==> config.mk <==
export PLATFORM = sky130hd
export DESIGN_NAME = two_axis_endstop_calibrate_and_position_unit
export DESIGN_NICKNAME = d
export VERILOG_FILES = /design/src/sv/tae_pkg.sv /design/src/sv/two_axis_endstop_calibrate_and_position_unit.sv /design/src/sv/tae_ctrl.sv /design/src/sv/tae_div.sv /design/src/sv/tae_dp.sv
export VERILOG_INCLUDE_DIRS = /design/src /design/src/sv
export SDC_FILE = /design/constraint.sdc
export NUM_CORES = 1
export LEC_CHECK = 0
export ABC_AREA = 1
export BUFFER_PORTS_ARGS = -buffer_cell sky130_fd_sc_hd__buf_2
export CAP_MARGIN = 25
export CORE_ASPECT_RATIO = 0.9
export CORE_MARGIN = 1
export CORE_UTILIZATION = 30
export DETAILED_ROUTE_END_ITERATION = 10
export MAX_ROUTING_LAYER = met4
export PLACE_DENSITY_LB_ADDON = 0.15
export SLEW_MARGIN = 10
export SYNTH_ARGS = -nofsm -noshare
export SYNTH_HDL_FRONTEND = slang
export SYNTH_SLANG_ARGS = --single-unit
==> constraint.sdc <==
create_clock -name clock -period 11.82 [get_ports clock]
set_clock_uncertainty 0.15 [all_clocks]
set_input_delay 0.591 -clock clock [delete_from_list [all_inputs] [get_ports clock]]
set_output_delay 0.591 -clock clock [all_outputs]
set_load 0.01 [all_outputs]
==> src/sv/two_axis_endstop_calibrate_and_position_unit_assert.svh <==
// Assertion macros shared by the antenna drive modules.
// Depends on nothing; included inside module bodies.
`ifndef TWO_AXIS_ENDSTOP_CALIBRATE_AND_POSITION_UNIT_ASSERT_SVH
`define TWO_AXIS_ENDSTOP_CALIBRATE_AND_POSITION_UNIT_ASSERT_SVH
// Implication checked on every clock edge outside reset.
`define TAE_ASSERT_IMP(label, clk, rst, a, c) \
   label: assert property (@(posedge clk) disable iff (rst) (a) |-> (c)) \
      else $error("assertion failed");
// Next-cycle implication.
`define TAE_ASSERT_NEXT(label, clk, rst, a, c) \
   label: assert property (@(posedge clk) disable iff (rst) (a) |=> (c)) \
      else $error("assertion failed");
`endif

==> src/sv/tae_pkg.sv <==
// Package of the two-axis antenna drive: payload types, codes and constants.
// Depends on nothing.
package tae_pkg;
   localparam int ReadingBits = 10;
   localparam int SpanBits    = 16;
   localparam int ResBits     = 16;

   localparam logic [1:0] DRIVE_STOP = 2'd0;
   localparam logic [1:0] DRIVE_ONE  = 2'd1;
   localparam logic [1:0] DRIVE_TWO  = 2'd2;

   localparam logic [1:0] MODE_UNCAL = 2'd0;
   localparam logic [1:0] MODE_CAL   = 2'd1;
   localparam logic [1:0] MODE_POS   = 2'd2;

   localparam logic [1:0] PHASE_DONE = 2'd0;
   localparam logic [1:0] PHASE_ONE  = 2'd1;
   localparam logic [1:0] PHASE_TWO  = 2'd2;

   localparam logic CMD_START  = 1'b0;
   localparam logic CMD_SAMPLE = 1'b1;

   localparam logic [2:0] CSR_LOW_LIMIT = 3'd0;
   localparam logic [2:0] CSR_HIGH_LIMIT = 3'd1;
   localparam logic [2:0] CSR_STILL_TOL = 3'd2;
   localparam logic [2:0] CSR_AZ_SPAN = 3'd3;
   localparam logic [2:0] CSR_ALT_SPAN = 3'd4;

   localparam logic [ResBits-1:0] RES_SAT = '1;

   typedef struct packed {
      logic                   cmd;
      logic [ReadingBits-1:0] az_reading;
      logic [ReadingBits-1:0] alt_reading;
      logic signed [15:0]     az_target;
      logic signed [15:0]     alt_target;
   } req_type;

   typedef struct packed {
      logic [1:0]         az_drive;
      logic [1:0]         alt_drive;
      logic [1:0]         mode;
      logic [ResBits-1:0] az_resolution;
      logic [ResBits-1:0] alt_resolution;
      logic               cal_fault;
   } rsp_type;

   // Commands from the controller to the datapath.
   typedef struct packed {
      logic load;       // take the request into the item register
      logic step;       // start or sample step on the held item
      logic div_start;  // start both dividers
      logic div_take;   // store the quotients as resolutions
   } cmd_type;

   // Status from the datapath to the controller.
   typedef struct packed {
      logic need_div;   // the step just finished calibration
      logic div_done;
   } sts_type;
endpackage

==> src/sv/two_axis_endstop_calibrate_and_position_unit.sv <==
// A response follows each plain step; when calibration completes, it waits for the restoring
// division of both axes, run in parallel.
// Throughput: one item at a time; next request taken the cycle after the response transfer.
// Reset (synchronous, active high) restores register defaults, uncalibrated mode, stopped drives.
// Top level of the two-axis antenna drive: joins controller and datapath.
// Depends on tae_pkg, tae_ctrl, tae_dp.
module two_axis_endstop_calibrate_and_position_unit (
   input  logic             clock,
   input  logic             reset,
   input  logic             req_valid,
   output logic             req_stall,
   input  tae_pkg::req_type req_data,
   output logic             rsp_valid,
   input  logic             rsp_stall,
   output tae_pkg::rsp_type rsp_data,
   input  logic             csr_valid,
   output logic             csr_ready,
   input  logic [2:0]       csr_index,
   input  logic [15:0]      csr_wdata
);
   import tae_pkg::*;

   cmd_type cmd;
   sts_type sts;

   // Configuration writes are always taken; the user must send them only while the block is idle (not enforced).
   assign csr_ready = 1'b1;

   // The controller owns the handshakes; the request transfer loads the item register.
   tae_ctrl u_ctrl (
      .clock(clock), .reset(reset),
      .req_valid(req_valid), .req_stall(req_stall),
      .rsp_valid(rsp_valid), .rsp_stall(rsp_stall),
      .cmd(cmd), .sts(sts)
   );

   // The datapath holds all axis state and the response, stable while stalled.
   tae_dp u_dp (
      .clock(clock), .reset(reset),
      .req_data(req_data), .rsp_data(rsp_data),
      .csr_we(csr_valid && csr_ready), .csr_index(csr_index), .csr_wdata(csr_wdata),
      .cmd(cmd), .sts(sts)
   );
endmodule

==> src/sv/tae_ctrl.sv <==
// Controller of the antenna drive: sequences load, step, division and reply.
// Depends on tae_pkg.
module tae_ctrl (
   input  logic             clock,
   input  logic             reset,
   input  logic             req_valid,
   output logic             req_stall,
   output logic             rsp_valid,
   input  logic             rsp_stall,
   output tae_pkg::cmd_type cmd,
   input  tae_pkg::sts_type sts
);
   import tae_pkg::*;
   `include "two_axis_endstop_calibrate_and_position_unit_assert.svh"

   typedef enum logic [2:0] {S_IDLE, S_STEP, S_DIVGO, S_DIV, S_OUT} state_type;
   state_type state_ff, state_in;
   logic      rsp_valid_ff, rsp_valid_in;

   assign req_stall = (state_ff != S_IDLE);
   assign rsp_valid = rsp_valid_ff;

   always_comb begin
      state_in     = state_ff;
      rsp_valid_in = rsp_valid_ff;
      cmd          = '0;
      case (state_ff)
         S_IDLE: begin
            if (req_valid) begin
               cmd.load = 1'b1;
               state_in = S_STEP;
            end
         end
         S_STEP: begin
            cmd.step = 1'b1;
            state_in = S_DIVGO;
         end
         S_DIVGO: begin
            if (sts.need_div) begin
               cmd.div_start = 1'b1;
               state_in      = S_DIV;
            end else begin
               rsp_valid_in = 1'b1;
               state_in     = S_OUT;
            end
         end
         S_DIV: begin
            if (sts.div_done) begin
               cmd.div_take = 1'b1;
               rsp_valid_in = 1'b1;
               state_in     = S_OUT;
            end
         end
         S_OUT: begin
            if (!rsp_stall) begin
               rsp_valid_in = 1'b0;
               state_in     = S_IDLE;
            end
         end
         default: state_in = S_IDLE;
      endcase
   end

   always_ff @(posedge clock) begin
      if (reset) begin
         state_ff     <= S_IDLE;
         rsp_valid_ff <= 1'b0;
      end else begin
         state_ff     <= state_in;
         rsp_valid_ff <= rsp_valid_in;
      end
   end

   `TAE_ASSERT_IMP(a_valid_in_out, clock, reset, rsp_valid_ff, state_ff == S_OUT)
   `TAE_ASSERT_NEXT(a_load_step, clock, reset, cmd.load, state_ff == S_STEP)
   `TAE_ASSERT_IMP(a_no_accept_busy, clock, reset, state_ff != S_IDLE, !cmd.load)
endmodule

==> src/sv/tae_div.sv <==
// Restoring divider, one quotient bit a cycle, with zero-divisor saturation.
// Depends on tae_pkg.
module tae_div (
   input  logic                            clock,
   input  logic                            reset,
   input  logic                            start,
   input  logic [tae_pkg::SpanBits-1:0]    dividend,
   input  logic [tae_pkg::ReadingBits-1:0] divisor,
   output logic                            done,
   output logic [tae_pkg::ResBits-1:0]     quotient
);
   import tae_pkg::*;
   localparam int CntBits = $clog2(SpanBits + 1);

   logic [SpanBits-1:0]    quo_ff, quo_in;
   logic [ReadingBits:0]   rem_ff, rem_in;
   logic [ReadingBits-1:0] den_ff, den_in;
   logic [CntBits-1:0]     cnt_ff, cnt_in;
   logic                   busy_ff, busy_in;
   logic [ReadingBits:0]   trial;

   always_comb begin
      quo_in  = quo_ff;
      rem_in  = rem_ff;
      den_in  = den_ff;
      cnt_in  = cnt_ff;
      busy_in = busy_ff;
      trial   = {rem_ff[ReadingBits-1:0], quo_ff[SpanBits-1]};
      if (start) begin
         quo_in  = dividend;
         rem_in  = '0;
         den_in  = divisor;
         cnt_in  = CntBits'(SpanBits);
         busy_in = 1'b1;
      end else if (busy_ff) begin
         if (trial >= {1'b0, den_ff}) begin
            rem_in = trial - {1'b0, den_ff};
            quo_in = {quo_ff[SpanBits-2:0], 1'b1};
         end else begin
            rem_in = trial;
            quo_in = {quo_ff[SpanBits-2:0], 1'b0};
         end
         cnt_in = cnt_ff - 1'b1;
         if (cnt_ff == CntBits'(1)) busy_in = 1'b0;
      end
   end

   always_ff @(posedge clock) begin
      if (reset) begin
         busy_ff <= 1'b0;
         cnt_ff  <= '0;
      end else begin
         busy_ff <= busy_in;
         cnt_ff  <= cnt_in;
      end
      quo_ff <= quo_in;
      rem_ff <= rem_in;
      den_ff <= den_in;
   end

   assign done     = !busy_ff;
   assign quotient = (den_ff == '0) ? RES_SAT : ResBits'(quo_ff);
endmodule

==> src/sv/tae_dp.sv <==
// Datapath of the antenna drive: axis state, calibration, on-off control.
// Depends on tae_pkg and tae_div.
module tae_dp (
   input  logic                         clock,
   input  logic                         reset,
   input  tae_pkg::req_type             req_data,
   output tae_pkg::rsp_type             rsp_data,
   input  logic                         csr_we,
   input  logic [2:0]                   csr_index,
   input  logic [15:0]                  csr_wdata,
   input  tae_pkg::cmd_type             cmd,
   output tae_pkg::sts_type             sts
);
   import tae_pkg::*;
   `include "two_axis_endstop_calibrate_and_position_unit_assert.svh"

   typedef logic [ReadingBits-1:0] rd_type;

   rd_type              low_ff, high_ff, tol_ff;
   logic [SpanBits-1:0] span_ff [2];
   req_type             item_ff;
   logic [1:0]          mode_ff, mode_in;
   logic [1:0]          phase_ff [2], phase_in [2];
   rd_type              prev_ff [2], prev_in [2];
   logic                seen_ff [4], seen_in [4];
   rd_type              ep_ff [4], ep_in [4];
   logic [1:0]          pm_ff [4], pm_in [4];
   logic [ResBits-1:0]  res_ff [2], res_in [2];
   logic [1:0]          drv_ff [2], drv_in [2];
   logic                need_ff, need_in;
   rd_type              rd [2];
   logic signed [15:0]  tgt [2];
   logic                div_done [2];
   logic [ResBits-1:0]  quo [2];
   rd_type              ep_gap [2];
   logic                fault;

   assign rd[0]  = item_ff.az_reading;
   assign rd[1]  = item_ff.alt_reading;
   assign tgt[0] = item_ff.az_target;
   assign tgt[1] = item_ff.alt_target;

   always_comb begin
      rd_type             diff, lo, hi;
      logic               still, hit;
      logic signed [17:0] err, res;
      logic [1:0]         up;
      diff    = '0;
      lo      = '0;
      hi      = '0;
      still   = 1'b0;
      hit     = 1'b0;
      err     = '0;
      res     = '0;
      up      = DRIVE_STOP;
      mode_in = mode_ff;
      need_in = need_ff;
      for (int a = 0; a < 2; a++) begin
         phase_in[a] = phase_ff[a];
         prev_in[a]  = prev_ff[a];
         res_in[a]   = res_ff[a];
         drv_in[a]   = drv_ff[a];
      end
      for (int i = 0; i < 4; i++) begin
         seen_in[i] = seen_ff[i];
         ep_in[i]   = ep_ff[i];
         pm_in[i]   = pm_ff[i];
      end
      if (cmd.step) begin
         need_in = 1'b0;
         if (item_ff.cmd == CMD_START) begin
            mode_in = MODE_CAL;
            for (int a = 0; a < 2; a++) begin
               prev_in[a]  = rd[a];
               phase_in[a] = PHASE_ONE;
               drv_in[a]   = DRIVE_ONE;
               res_in[a]   = '0;
            end
            for (int i = 0; i < 4; i++) begin
               seen_in[i] = 1'b0;
               ep_in[i]   = '0;
            end
         end else if (mode_ff == MODE_CAL) begin
            for (int a = 0; a < 2; a++) begin
               diff  = (rd[a] > prev_ff[a]) ? rd[a] - prev_ff[a] : prev_ff[a] - rd[a];
               still = diff < tol_ff;
               hit   = 1'b0;
               if (phase_ff[a] != PHASE_DONE) begin
                  if (rd[a] < low_ff && !seen_ff[2*a]) begin
                     seen_in[2*a] = still;
                     hit          = still;
                  end else if (rd[a] > high_ff && !seen_ff[2*a+1]) begin
                     seen_in[2*a+1] = still;
                     hit            = still;
                  end
               end
               prev_in[a] = rd[a];
               if (hit) begin
                  if (phase_ff[a] == PHASE_ONE) begin
                     ep_in[2*a]  = rd[a];
                     phase_in[a] = PHASE_TWO;
                     drv_in[a]   = DRIVE_TWO;
                  end else begin
                     ep_in[2*a+1] = rd[a];
                     phase_in[a]  = PHASE_DONE;
                     drv_in[a]    = DRIVE_STOP;
                  end
               end
            end
            if (phase_in[0] == PHASE_DONE && phase_in[1] == PHASE_DONE) begin
               for (int a = 0; a < 2; a++) begin
                  lo = ep_in[2*a];
                  hi = ep_in[2*a+1];
                  up = (a == 0) ? DRIVE_TWO : DRIVE_ONE;
                  if (lo < hi) begin
                     pm_in[2*a]   = up;
                     pm_in[2*a+1] = 2'd3 - up;
                  end else begin
                     pm_in[2*a]   = 2'd3 - up;
                     pm_in[2*a+1] = up;
                     ep_in[2*a]   = hi;
                     ep_in[2*a+1] = lo;
                  end
                  drv_in[a] = DRIVE_STOP;
               end
               mode_in = MODE_POS;
               need_in = 1'b1;
            end
         end else if (mode_ff == MODE_POS) begin
            for (int a = 0; a < 2; a++) begin
               err = 18'(tgt[a]) - 18'(signed'({1'b0, rd[a]}));
               res = 18'(signed'({1'b0, res_ff[a]}));
               if (err < res && err > -res) drv_in[a] = DRIVE_STOP;
               else if (err > res) drv_in[a] = pm_ff[2*a];
               else if (err < -res) drv_in[a] = pm_ff[2*a+1];
            end
         end
      end
      if (cmd.div_take) begin
         res_in[0] = quo[0];
         res_in[1] = quo[1];
      end
   end

   assign ep_gap[0] = ep_ff[1] - ep_ff[0];
   assign ep_gap[1] = ep_ff[3] - ep_ff[2];

   for (genvar g = 0; g < 2; g++) begin : g_div
      tae_div u_div (
         .clock(clock), .reset(reset), .start(cmd.div_start),
         .dividend(span_ff[g]), .divisor(ep_gap[g]),
         .done(div_done[g]), .quotient(quo[g])
      );
   end

   assign sts.need_div = need_ff;
   assign sts.div_done = div_done[0] && div_done[1];

   always_ff @(posedge clock) begin
      if (reset) begin
         low_ff     <= ReadingBits'(100);
         high_ff    <= ReadingBits'(800);
         tol_ff     <= ReadingBits'(10);
         span_ff[0] <= SpanBits'(18000);
         span_ff[1] <= SpanBits'(9000);
         mode_ff    <= MODE_UNCAL;
         need_ff    <= 1'b0;
         for (int a = 0; a < 2; a++) begin
            phase_ff[a] <= PHASE_DONE;
            prev_ff[a]  <= '0;
            res_ff[a]   <= '0;
            drv_ff[a]   <= DRIVE_STOP;
         end
         for (int i = 0; i < 4; i++) begin
            seen_ff[i] <= 1'b0;
            ep_ff[i]   <= '0;
            pm_ff[i]   <= DRIVE_STOP;
         end
      end else begin
         if (csr_we) begin
            case (csr_index)
               CSR_LOW_LIMIT:  low_ff     <= csr_wdata[ReadingBits-1:0];
               CSR_HIGH_LIMIT: high_ff    <= csr_wdata[ReadingBits-1:0];
               CSR_STILL_TOL:  tol_ff     <= csr_wdata[ReadingBits-1:0];
               CSR_AZ_SPAN:    span_ff[0] <= csr_wdata;
               CSR_ALT_SPAN:   span_ff[1] <= csr_wdata;
               default: ;
            endcase
         end
         mode_ff <= mode_in;
         need_ff <= need_in;
         for (int a = 0; a < 2; a++) begin
            phase_ff[a] <= phase_in[a];
            prev_ff[a]  <= prev_in[a];
            res_ff[a]   <= res_in[a];
            drv_ff[a]   <= drv_in[a];
         end
         for (int i = 0; i < 4; i++) begin
            seen_ff[i] <= seen_in[i];
            ep_ff[i]   <= ep_in[i];
            pm_ff[i]   <= pm_in[i];
         end
      end
      if (cmd.load) item_ff <= req_data;
   end

   assign fault = (mode_ff == MODE_POS) && (ep_ff[0] == ep_ff[1] || ep_ff[2] == ep_ff[3]);

   assign rsp_data.az_drive       = drv_ff[0];
   assign rsp_data.alt_drive      = drv_ff[1];
   assign rsp_data.mode           = mode_ff;
   assign rsp_data.az_resolution  = res_ff[0];
   assign rsp_data.alt_resolution = res_ff[1];
   assign rsp_data.cal_fault      = fault;

   `TAE_ASSERT_IMP(a_pos_sorted, clock, reset, mode_ff == MODE_POS, ep_ff[0] <= ep_ff[1] && ep_ff[2] <= ep_ff[3])
   `TAE_ASSERT_IMP(a_cal_no_fault, clock, reset, mode_ff != MODE_POS, !fault)
   `TAE_ASSERT_NEXT(a_need_pos, clock, reset, need_in && cmd.step, mode_ff == MODE_POS)
endmodule

After elaboration in Yosys (flattened, before gate mapping)
Memory sizes are Yosys's and may differ from the RTL's.
Cells that the tools add are included.
{"block": "word_totals", "inputBits": 77, "mem_bits_rw": 144, "wordCells": 301, "mem_count": 8, "ff_bits": 174}
{"block": "classes", "eq_ne": 22, "n_mux": 156, "n_lt_le_gt_ge": 20, "addsub": 14, "n_reduce_logical": 35, "bitwise_logic": 22}
{"memory": "u_dp.ep_ff", "depth": 4, "width": 10, "read_ports": 4, "rd_ports_with_merged_regs": 0, "write_ports": 4, "line": "tae_dp.sv:26", "text": "rd_type ep_ff [4], ep_in [4];"}
{"memory": "u_dp.res_ff", "depth": 2, "width": 16, "read_ports": 2, "rd_ports_with_merged_regs": 0, "write_ports": 2, "line": "tae_dp.sv:28", "text": "logic [ResBits-1:0] res_ff [2], res_in [2];"}
{"memory": "u_dp.span_ff", "depth": 2, "width": 16, "read_ports": 2, "rd_ports_with_merged_regs": 0, "write_ports": 2, "line": "tae_dp.sv:20", "text": "logic [SpanBits-1:0] span_ff [2];"}
{"memory": "u_dp.prev_ff", "depth": 2, "width": 10, "read_ports": 2, "rd_ports_with_merged_regs": 0, "write_ports": 2, "line": "tae_dp.sv:24", "text": "rd_type prev_ff [2], prev_in [2];"}
{"memory": "u_dp.pm_ff", "depth": 4, "width": 2, "read_ports": 4, "rd_ports_with_merged_regs": 0, "write_ports": 4, "line": "tae_dp.sv:27", "text": "logic [1:0] pm_ff [4], pm_in [4];"}
{"memory": "u_dp.drv_ff", "depth": 2, "width": 2, "read_ports": 2, "rd_ports_with_merged_regs": 0, "write_ports": 2, "line": "tae_dp.sv:29", "text": "logic [1:0] drv_ff [2], drv_in [2];"}
{"memory": "2 more memories"}
{"operator": "$mux W20", "n": 13}
{"operator": "$mux W16", "n": 10}
{"operator": "$mux W40", "n": 4}
{"operator": "$mux W10", "n": 14}
{"operator": "$mux W32", "n": 3}
{"operator": "$sub A10 B10 Y10", "n": 8}
{"operator": "$mux W2", "n": 31}
{"operator": "$lt A10 B10 Y1", "n": 6}
{"operator": "$mux W1", "n": 54}
{"operator": "$mux W4", "n": 13}
{"operator": "$gt A10 B10 Y1", "n": 4}
{"operator": "$gt A18 B17 Y1", "n": 2}
{"operator": "$gt A18 B18 Y1", "n": 2}
{"operator": "$lt A18 B17 Y1", "n": 2}
{"operator": "$lt A18 B18 Y1", "n": 2}
{"operator": "$neg A16 Y18", "n": 2}
{"operator": "$sub A16 B11 Y17", "n": 2}
{"operator": "$mux W8", "n": 4}
{"operator": "$ge A11 B10 Y1", "n": 2}
{"operator": "$or A1 B1 Y1", "n": 22}
{"operator": "$eq A10 B10 Y1", "n": 2}
{"operator": "$logic_not A10 Y1", "n": 2}
{"operator": "$mux W5", "n": 4}
{"operator": "$pmux W3 S5", "n": 1}
{"operator": "21 further kinds", "n": 60}

Logic depth before layout (Yosys ltp)
Gate-level depths: netlist of run 1.
An unclocked memory read counts as a cell.
{"block": "depth", "word_depth": 21, "ltp_mapped": 41}

Cells and area by module
A second synthesis of run 1 with hierarchy kept.
{"block": "hier_totals", "hier_cells": 2843, "hier_area_um2": 21712.1}
{"module": "tae_dp", "area_each_um2": 16510.8, "instances": 1, "cells_each": 2167}
{"module": "tae_div", "area_each_um2": 2457.4, "instances": 2, "cells_each": 312}
{"module": "tae_ctrl", "area_each_um2": 275.3, "instances": 1, "cells_each": 50}
{"module": "two_axis_endstop_calibrate_and_position_unit", "area_each_um2": 11.3, "instances": 1, "cells_each": 2}

Least setup slack after synthesis of run 1
Ideal clock, no wire load.
{"block": "synth_path", "path_type": "flip-flop to flip-flop", "startpoint": "reg u_dp.item_ff[42] (netlist bit)", "endpoint": "mem u_dp.ep_ff[1][1] (netlist bit)", "stages_incl_launch_ff": 37, "t_arrival_ns": 5.065, "period_less_slack_ns": 5.353, "setup_time_ns": 0.138, "required_time_ns": 11.532, "setup_slack_ns": 6.467, "path_cell_list": "edfxtp_1 > inv_1 > ha_1 > inv_1 > fa_1 > inv_1 > o21ai_1 > nand2_1 > nand2_1 > a221o_1 > nand2_1 > buf_2 > or2_2 > nand4_1 > xor2_1 > ha_1 > a21oi_1 > nor2_1 > nor2_2 > o21ai_2 > nor2_4 > nand3_4 > inv_2 > buf_2 > nand2_1 > o21ai_0 > ha_1 > a21oi_1 > nand3b_1 > a21oi_1 > a2111oi_2 > nand2_4 > nand2_4 > buf_6 > nand2_2 > nand3_2 > a21oi_2"}
{"item": "start, declared", "line": "tae_dp.sv:21", "text": "req_type item_ff;"}
{"item": "start signal, assigned", "line": "tae_dp.sv:204", "text": "if (cmd.load) item_ff <= req_data;"}
{"item": "end, declared", "line": "tae_dp.sv:26"}

==> flow_summary.ini, run 1 <==
[pwr]
p_per_area_mw_per_mm2 = 159.4
p_leak_nw = 10.74
power_mw = 3.821
ir_worst_vdd_mv = 0.07881

[route]
dr.pass1.iters = 5
routed_wl_microns = 63930
drtAntennaViolNets = 0
initialDrtViolationCount = 1270
post_drt_wl_per_cell_microns = 17.06
routed-via-count = 17950
drc_errors = 0
post_drt_via_cell_ratio = 4.790

[critical_path]
path_max_fanout = 21
worst_setup_path_end_kind = flop
cp_common_cell = nand2_1
crit_required_ps = 12100
critPathMaxStageDelay_ps = 520
start_kind = flop
crit_arrival_ps = 7090
crit_family = simple AND/OR/NAND/NOR gates
cp_num_buf_inv = 6
regToRegSetupSlack_ps = 5020
critPathSlowestCell = edfxtp_1
critical_path_class = reg2reg

[grt]
grt_pass1_wl_microns = 99510
grt_overflow = 0
grt_pass1_vias = 17510
antenna_found_initial = 0
track_usage = 0.1846
grt_max_degree = 58

[sta]
rsz0062_at_grt = no
post-route-min-period_ps = 6804
final_max_slew_viol_count = 0
worstMarginPinSlew_ps = 918.8
finalHoldViolations = 0
fmax_mhz = 147.0
slew_headroom = 0.3875
final.setup.tns_ps = 0
final-setup-viol-count = 0
min_period_over_period = 0.5756

[clock_network]
cts.htree.levels = 2
cts_buffer_depth = 3
clock_sinks = 314
cts_tree = built
insertion_delay_ps = 580
clock-root-buffer = clkbuf_16
cts-buffers-inserted = 40
cts_setup_buffers = 0
clk_pin_slew_ps = 60

[logic_synthesis]
ys.flop_type = dfxtp_1
yosys.area.top_type = edfxtp_1
synth_fp_nets = 3019
synth_compound_area_frac = 0.1434
synthAdderAreaFrac = 0.1543
synth_edf_count = 137
syn-cell-area_sq_mm = 0.02109
synth-seq-cells = 314
synth_xor_area_frac = 0.04070
yosys.cell_count.top_type = nand2_1
syn_avg_cell_area_sq_um = 7.845
synth.distinct_cells = 60
synthTopCellsByArea = edfxtp_1 20%, dfxtp_1 17%, ha_1 14%
synth_top_area_frac = 0.1951
ys_warn_count = 0
netlist_top_cells_count = 588 x nand2_1, 375 x inv_1, 252 x a21oi_1
synth_top_family_by_area = simple AND/OR/NAND/NOR gates
synthMuxAreaShare = 0.002967
synthArstFlopShare = 0
synth-simple-area-share = 0.2080
synthCells = 2688
ys_seq_area_frac = 0.3631

[floorplan]
die_h_microns = 253.5
core-area_sq_mm = 0.06900
die_area_sq_mm = 0.07136
start_util = 0.3056
die_x_microns = 281.5
ios = 119
num_rows = 91

[finish]
num_antenna_cells = 0
area_delta_synth_final_pct = 13.69
final_nets = 3117
final_core_util = 0.3475
layout-drive-gt1-share = 0.1011
fin_area_sq_mm = 0.02397

[place]
hpwl_microns = 49120
gp_congestion = 0.8765
place_area_sq_mm = 0.02259
port_buffers = 117

[hold_path]
hold_class = in2reg

[run_status]
status = complete, no violations

[flow_run]
drv_cap = 0
==> placed cells by master (no fill, tap or decap), types with 28 or more instances in the layout <==
| cell type | count |
|---|---|
| a21oi_1 | 252 |
| buf_2 | 116 |
| clkbuf_16 | 43 |
| dfxtp_1 | 177 |
| edfxtp_1 | 137 |
| ha_1 | 244 |
| inv_1 | 374 |
| nand2_1 | 588 |
| nand3_1 | 124 |
| nand4_1 | 36 |
| nor2_1 | 150 |
| nor3_1 | 28 |
| o21ai_0 | 184 |
| xor2_1 | 72 |
==> final timing paths <==
check | start | to | depth (start not counted)
worst max register to register | u_dp.item_ff[42]$_DFFE_PP_ | u_dp.ep_ff[0][1]$_SDFFE_PP0P_ | 35
worst min-delay path | req_data[15] | u_dp.item_ff[15]$_DFFE_PP_ | 1
worst max-delay path | u_dp.item_ff[42]$_DFFE_PP_ | u_dp.ep_ff[0][1]$_SDFFE_PP0P_ | 35
worst min register to register | u_dp.g_div[1].u_div.cnt_ff[1]$_SDFFE_PP0P_ | u_dp.g_div[1].u_div.cnt_ff[1]$_SDFFE_PP0P_ | 2
==> metal layers <==
| layer | track usage | vias to the layer above | routed length (microns) |
|---|---|---|---|
| li1 | - | 9178 | - |
| met1 | 0.2556 | 8328 | 31710 |
| met2 | 0.2796 | 367 | 27620 |
| met3 | 0.02767 | 81 | 3299 |
| met4 | 0.04705 | 0 | 1303 |
| met5 | - | - | 0 |
==> timing repair <==
| action | 4_1_cts | 5_1_grt |
|---|---|---|
| hold buffers | 4 | 0 |
| resized for setup | 0 | 0 |
| hold endpoints to repair | 4 | 0 |
==> through the flow <==
stage               hold slack [ps]  worst slack [ps]  std cells
CTS                          0.6339              4911       3748
floorplan                     286.2              6467       2688
finish                        34.00              5016       3748
detailed placement            303.8              4931       3670
global placement              300.1              5071       3668
global route                  11.64              4225       3748
==> area by class of cell <==
class                   instances  area (sq um)
clock inverters                20         200.2
multi-input cells            1911         11610
inverters                     386          1451
clock buffers                  54          1147
flip-flops and latches        314          7657
well taps                     930          1164
repair buffers                133         745.7
fillers                      7338         45020
==> power by group <==
group	switching (mW)	internal (mW)
logic	0.828	0.458
clock network	0.517	0.753
registers	0.0609	1.21
==> kinds of logic (layout without fill, tap and decap cells) <==
kind of cell	after synthesis	in the layout
simple gates	1005	1005
compound gates	547	547
buf+inv	463	593
flops	314	314
fa+ha+maj	254	254
xor+xnor	98	98
mux	6	6
other cells	1	1
==> sequential cells by signal, indices dropped and copies added (netlist names), 10 cells and up <==
register	flops
u_dp.g_div.u_div.quo_ff	32
u_dp.res_ff	32
u_dp.g_div.u_div.den_ff	20
u_dp.prev_ff	20
u_dp.tol_ff	10
u_dp.g_div.u_div.cnt_ff	10
u_dp.high_ff	10
u_dp.item_ff	53
u_dp.low_ff	10
u_dp.g_div.u_div.rem_ff	20
u_dp.span_ff	32
u_dp.ep_ff	40
(Power assumes the default switching activity.)
==> inputs of run 2 (changes only) <==
ABC_AREA = 0   (was 1)
clock period = 6.1 ns   (was 11.82 ns; I/O delays follow)
==> run 2 against run 1 <==
The flow now finishes with violations (negative setup slack). Final area rose by 13%. Fmax increased by 7.1%. Core utilization increased by 5.3 points. Via count grew 1.8%. Combinational power rose to 4.7 times the previous value. Count of clock-buffer cells in the layout is 1 lower. Synthesized cell count shrank 13%. Final cell count fell by 2.9%. Global-route usage rose by 1.2 points. Die area decreased by 2.1%.
==> flow_summary.ini, run 2 <==
[logic_synthesis]
synth_fp_nets = 2676
syn_avg_cell_area_sq_um = 8.800
synth.distinct_cells = 83
netlist_top_cells_count = 319 x nand2_1, 244 x ha_1, 223 x inv_1
synthArstFlopShare = 0
synth-seq-cells = 314
ys_seq_area_frac = 0.3711
synth_edf_count = 137
yosys.area.top_type = edfxtp_1
synthCells = 2345
ys.flop_type = dfxtp_1
yosys.cell_count.top_type = nand2_1
syn-cell-area_sq_mm = 0.02064
synthTopCellsByArea = edfxtp_1 20%, dfxtp_1 17%, ha_1 15%
ys_warn_count = 0
synth_top_area_frac = 0.1994

[finish]
layout_common_cells = 314 x nand2_1, 230 x ha_1, 209 x buf_4
largest_register_ffs = 53
top_regs = u_dp.item_ff: 53 flops, u_dp.ep_ff: 40 flops
final_common_cell = nand2_1
area_delta_synth_final_pct = 31.08
fillers = 6726
final_nets = 3068
layout-drive-gt1-share = 0.2230
largest_register = u_dp.item_ff
num_antenna_cells = 0

[route]
drtAntennaViolNets = 0
dr.pass1.iters = 5
post_drt_wl_per_cell_microns = 18.72
routed_wl_microns = 68160
routed-via-count = 18270
initialDrtViolationCount = 1085
post_drt_via_cell_ratio = 5.019
drc_errors = 0

[floorplan]
core-area_sq_mm = 0.06756
num_rows = 90
ios = 119
die_x_microns = 278.5
start_util = 0.3054
die_h_microns = 250.8
die_area_sq_mm = 0.06984

[flow_run]
drv_cap = 0

[critical_path]
worstReg2RegStart = u_dp.item_ff[32]$_DFFE_PP_
critical_path_class = reg2reg
path_max_fanout = 9
critPathSlowestCell = edfxtp_1
critical_path.startpoint = u_dp.item_ff[32]$_DFFE_PP_
critPathMaxStageDelay_ps = 400
worst_setup_path_end_kind = flop
crit_required_ps = 6380
cp_common_cell = inv_2
crit_arrival_ps = 6630
start_kind = flop

[sta]
fmax_mhz = 157.3
final_max_slew_viol_count = 0
fin_ws_ps = -255.5
worstMarginPinSlew_ps = 1102
slew_headroom = 0.2652
post-route-min-period_ps = 6356
final-setup-viol-count = 42
rsz0062_at_grt = yes
min_period_over_period = 1.042
finalHoldViolations = 0

[place]
port_buffers = 117
gp_congestion = 0.8856
hpwl_microns = 50040
pre_cts_slack_ps = -451.9

[hold_path]
hold_path_startpoint = csr_wdata[8]
hold_class = in2reg

[run_status]
violations = negative setup slack
status = finished with violations

[clock_network]
cts_tree = built
clk_pin_slew_ps = 60
clock-root-buffer = clkbuf_16
insertion_delay_ps = 570
cts_buffer_depth = 3
cts-buffers-inserted = 39
cts.htree.levels = 2
clock_sinks = 314

[pwr]
ir_worst_vdd_mv = 0.2457
power_mw = 11.16
p_leak_nw = 11.13
p_per_area_mw_per_mm2 = 412.4

[grt]
grt_pass1_vias = 17940
antenna_found_initial = 6
grt_max_degree = 81
track_usage = 0.1969
grt_pass1_wl_microns = 104000
grt_overflow = 0
run 2: cell types whose count changed in the layout (fill, tap and decap cells not counted), sizes merged, moves of 34 or more:
cell         change
nand2          -293
buf            +227
inv            -160
nand3          -120
o21ai          -107
dlygate4sd3     +64
a21oi           -47
xor2            -46
nor3            +43
o221ai          +39
mux2i           +37
xnor2           +37
a21o            +34
run 2: final timing paths:
check	endpoint	depth (start not counted)	slack [ps]
setup / recovery	u_dp.ep_ff[2][3]$_SDFFE_PP0P_	34	-260
hold / removal	u_dp.tol_ff[8]$_SDFFE_PP0P_	3	20
setup reg to reg	u_dp.ep_ff[2][3]$_SDFFE_PP0P_	34	-260
hold reg to reg	u_dp.low_ff[9]$_SDFFE_PP0P_	2	300
run 2: logic make-up (layout without fill, tap and decap cells):
family	Yosys count	in the layout	share of synthesized area
simple gates	788	790	0.1766
xor+xnor	89	89	0.03777
fa+ha+maj	254	254	0.1576
other cells	1	1	0.0001817
buf+inv	302	722	0.05784
compound gates	549	549	0.1752
flops	314	314	0.3711
mux	48	48	0.02371
run 2: timing repair:
item,4_1_cts,5_1_grt
setup endpoints to repair,44,44
hold buffers,68,0
resized for setup,91,96
buffers inserted,47,19
hold endpoints to repair,87,0
cloned,6,2
pin swaps,25,22
run 2: critical path, delay by kind of cell, from the launching register on:
kind	cells	cell delay (ps)
AND/OR/NAND/NOR	6	780
adder cells (fa/ha/maj)	4	1050
multiplexers	2	330
XOR/XNOR	1	100
AO/OA/AOI/OAI	13	2370
flip-flops	1	400
buffers and inverters	8	1060
run 2: power by group:
part | total (mW) | switching [mW] | internal (mW)
combinational | 6.12 | 3.36 | 2.75
clock | 2.30 | 0.969 | 1.33
sequential | 2.74 | 0.251 | 2.49
run 2: layout make-up:
class | count | area, sq um | share of cell area
multi-input cells | 1731 | 12840 | 0.4746
flip-flops and latches | 314 | 7657 | 0.2831
repair buffers | 427 | 3382 | 0.1250
well taps | 874 | 1094 | 0.04043
clock buffers | 53 | 1079 | 0.03987
inverters | 224 | 840.8 | 0.03108
clock inverters | 18 | 158.9 | 0.005874
run 2: metal layers:
metal,global-route usage,part of all wire
met1,0.2673,0.48
met2,0.3119,0.45
met3,0.02268,0.041
met4,0.04851,0.024
met5,-,0
run 2: per-stage QoR:
stage	utilization	cells	setup TNS (ps)	hold WS, ps	instance area [sq um]
after detailed placement	0.3489	3432	-15870	298.1	23570
after global placement	0.3485	3430	-9679	292.3	23550
after CTS	0.3919	3624	-5368	2.857	26480
after floorplan	-	2345	0	253.9	20880
after global routing	0.4004	3641	-22340	36.31	27050
final	0.4004	3641	-8188	21.39	27050
==> inputs of run 3 (changes only) <==
BUFFER_PORTS_ARGS = not set   (was -buffer_cell sky130_fd_sc_hd__buf_2)
DONT_BUFFER_PORTS = 1   (was not set)
==> run 3 against run 2 <==
Register-to-register slack is essentially flat. Critical endpoint is now u_dp.ep_ff[3][4]$_SDFFE_PP0P_. Final area shrank 2.2%. Global-route usage shrank 0.32 points. Critical path type unchanged. Total power shrank 0.34%. Non-clock buffer count shrank 125. Critical path depth shrank 1. First-iteration DRC count shrank 3.9%. Core utilization shrank 0.88 points. The run still ends with negative setup slack left. Fmax grew 0.15%.
==> flow_summary.ini, run 3 (same netlist as run 2, synthesis figures left out) <==
[place]
port_buffers = 0
pre_cts_slack_ps = -558.7
hpwl_microns = 50160
place_area_sq_mm = 0.02296
gp_congestion = 0.8642
placed_cells = 3312

[route]
post_drt_wl_per_cell_microns = 19.21
routed_wl_microns = 67690
m1WireLength_microns = 31640
initialDrtViolationCount = 1043
met2_length_microns = 31420
post_drt_via_cell_ratio = 5.115
drtAntennaViolNets = 0
top_layer = met4
wl_met3_microns = 3075
drc_errors = 0
routed-via-count = 18020
dr.pass1.iters = 5

[floorplan]
die_h_microns = 250.8
num_rows = 90
start_util = 0.3054
core-area_sq_mm = 0.06756
ios = 119
die_area_sq_mm = 0.06984
die_x_microns = 278.5

[critical_path]
path_max_fanout = 5
start_kind = flop
worst_setup_path_end_kind = flop
critPathSlowestCell = edfxtp_1
crit_required_ps = 6430
critPathMaxStageDelay_ps = 390
critical_path_class = reg2reg
crit_arrival_ps = 6670

[finish]
final_nets = 2946
largest_register = u_dp.item_ff
layout-drive-gt1-share = 0.1704
largest_register_ffs = 53
area_delta_synth_final_pct = 28.21
fin_area_sq_mm = 0.02646
final_core_util = 0.3916
stdcell_count = 3523
final_common_cell = nand2_1
layout_common_cells = 316 x nand2_1, 228 x ha_1, 216 x inv_1
top_regs = u_dp.item_ff: 53 flops, u_dp.ep_ff: 40 flops

[run_status]
violations = negative setup slack
status = finished with violations

[sta]
fin_ws_ps = -245.7
rsz0062_at_grt = yes
final_max_slew_viol_count = 0
timing.hold.ws_ps = 38.42
fmax_mhz = 157.6
slew_headroom = 0.2812
finalHoldViolations = 0
final.setup.tns_ps = -5455
post-route-min-period_ps = 6346
final-setup-viol-count = 42
min_period_over_period = 1.040
worstMarginPinSlew_ps = 1074

[clock_network]
clock_sinks = 314
clock-root-buffer = clkbuf_16
cts-buffers-inserted = 39
cts.htree.levels = 2
cts_tree = built
clk_pin_slew_ps = 60
cts_buffer_depth = 3
insertion_delay_ps = 570

[flow_run]
drv_cap = 0

[hold_path]
hold_class = in2reg

[pwr]
p_comb_frac = 0.528
power.share.clock = 0.222
p_leak_nw = 10.58
ir_worst_vdd_mv = 0.2347
p_switching_mw = 4.538
power_mw = 11.12
p_per_area_mw_per_mm2 = 420.2
internal_power_mw = 6.579
power_frac_seq = 0.250
swShare = 0.4082

[grt]
grt_overflow = 0
grt_pass1_vias = 17640
grt_pass1_wl_microns = 102400
antenna_found_initial = 2
grt_max_degree = 110
track_usage = 0.1937
[run 3: final timing paths]
kind	start	end	slack [ps]	depth (start not counted)
max	u_dp.item_ff[32]$_DFFE_PP_	u_dp.ep_ff[3][4]$_SDFFE_PP0P_	-250	33
min	csr_index[0]	u_dp.high_ff[2]$_SDFFE_PP0P_	40	3
max reg2reg	u_dp.item_ff[32]$_DFFE_PP_	u_dp.ep_ff[3][4]$_SDFFE_PP0P_	-250	33
min reg2reg	u_dp.low_ff[1]$_SDFFE_PP0P_	u_dp.low_ff[1]$_SDFFE_PP0P_	310	2
[run 3: repair_timing]
| item | in CTS | in global routing |
|---|---|---|
| setup buffers | 19 | 18 |
| pin swaps | 23 | 65 |
| cloned | 5 | 8 |
| resized for setup | 27 | 107 |
| endpoints found under the setup margin | 44 | 44 |
| hold buffers | 86 | 0 |
| hold endpoints to repair | 217 | 0 |
[run 3: per-layer routing]
layer,vias to the layer above,track usage
li1,8870,-
met4,0,0.05416
met3,89,0.02928
met2,345,0.3102
met1,8717,0.2535
met5,-,-
[run 3: final cells by class]
class	instances	area (sq um)
Multi-Input combinational cell	1734	12700
Antenna cell	3	7.507
Sequential cell	314	7657
Timing Repair Buffer	302	2769
Fill cell	6732	41110
Clock buffer	60	1252
Tap cell	874	1094
Clock inverter	12	131.4
Inverter	224	840.8
[run 3: worst max-delay path: cells and delay by family, from the launching register on]
family                     cells  cell delay [ps]
DFF                            1              390
adders and majority gates      4             1020
and+or+nand+nor                4              520
muxes                          2              470
xor gates and xnor gates       1              100
buffers and inverters          8              930
AOI/OAI and AO/OA             14             2680
[run 3: power by group through the flow]
stage	Combinational [mW]	Sequential [mW]	Clock, mW
3_5_place_dp	5.39	2.82	0
4_1_cts	5.63	2.78	2.54
6_report	5.87	2.78	2.47
5_1_grt	6.62	2.81	2.62
2_1_floorplan	3.80	2.74	0
3_3_place_gp	5.28	2.82	0
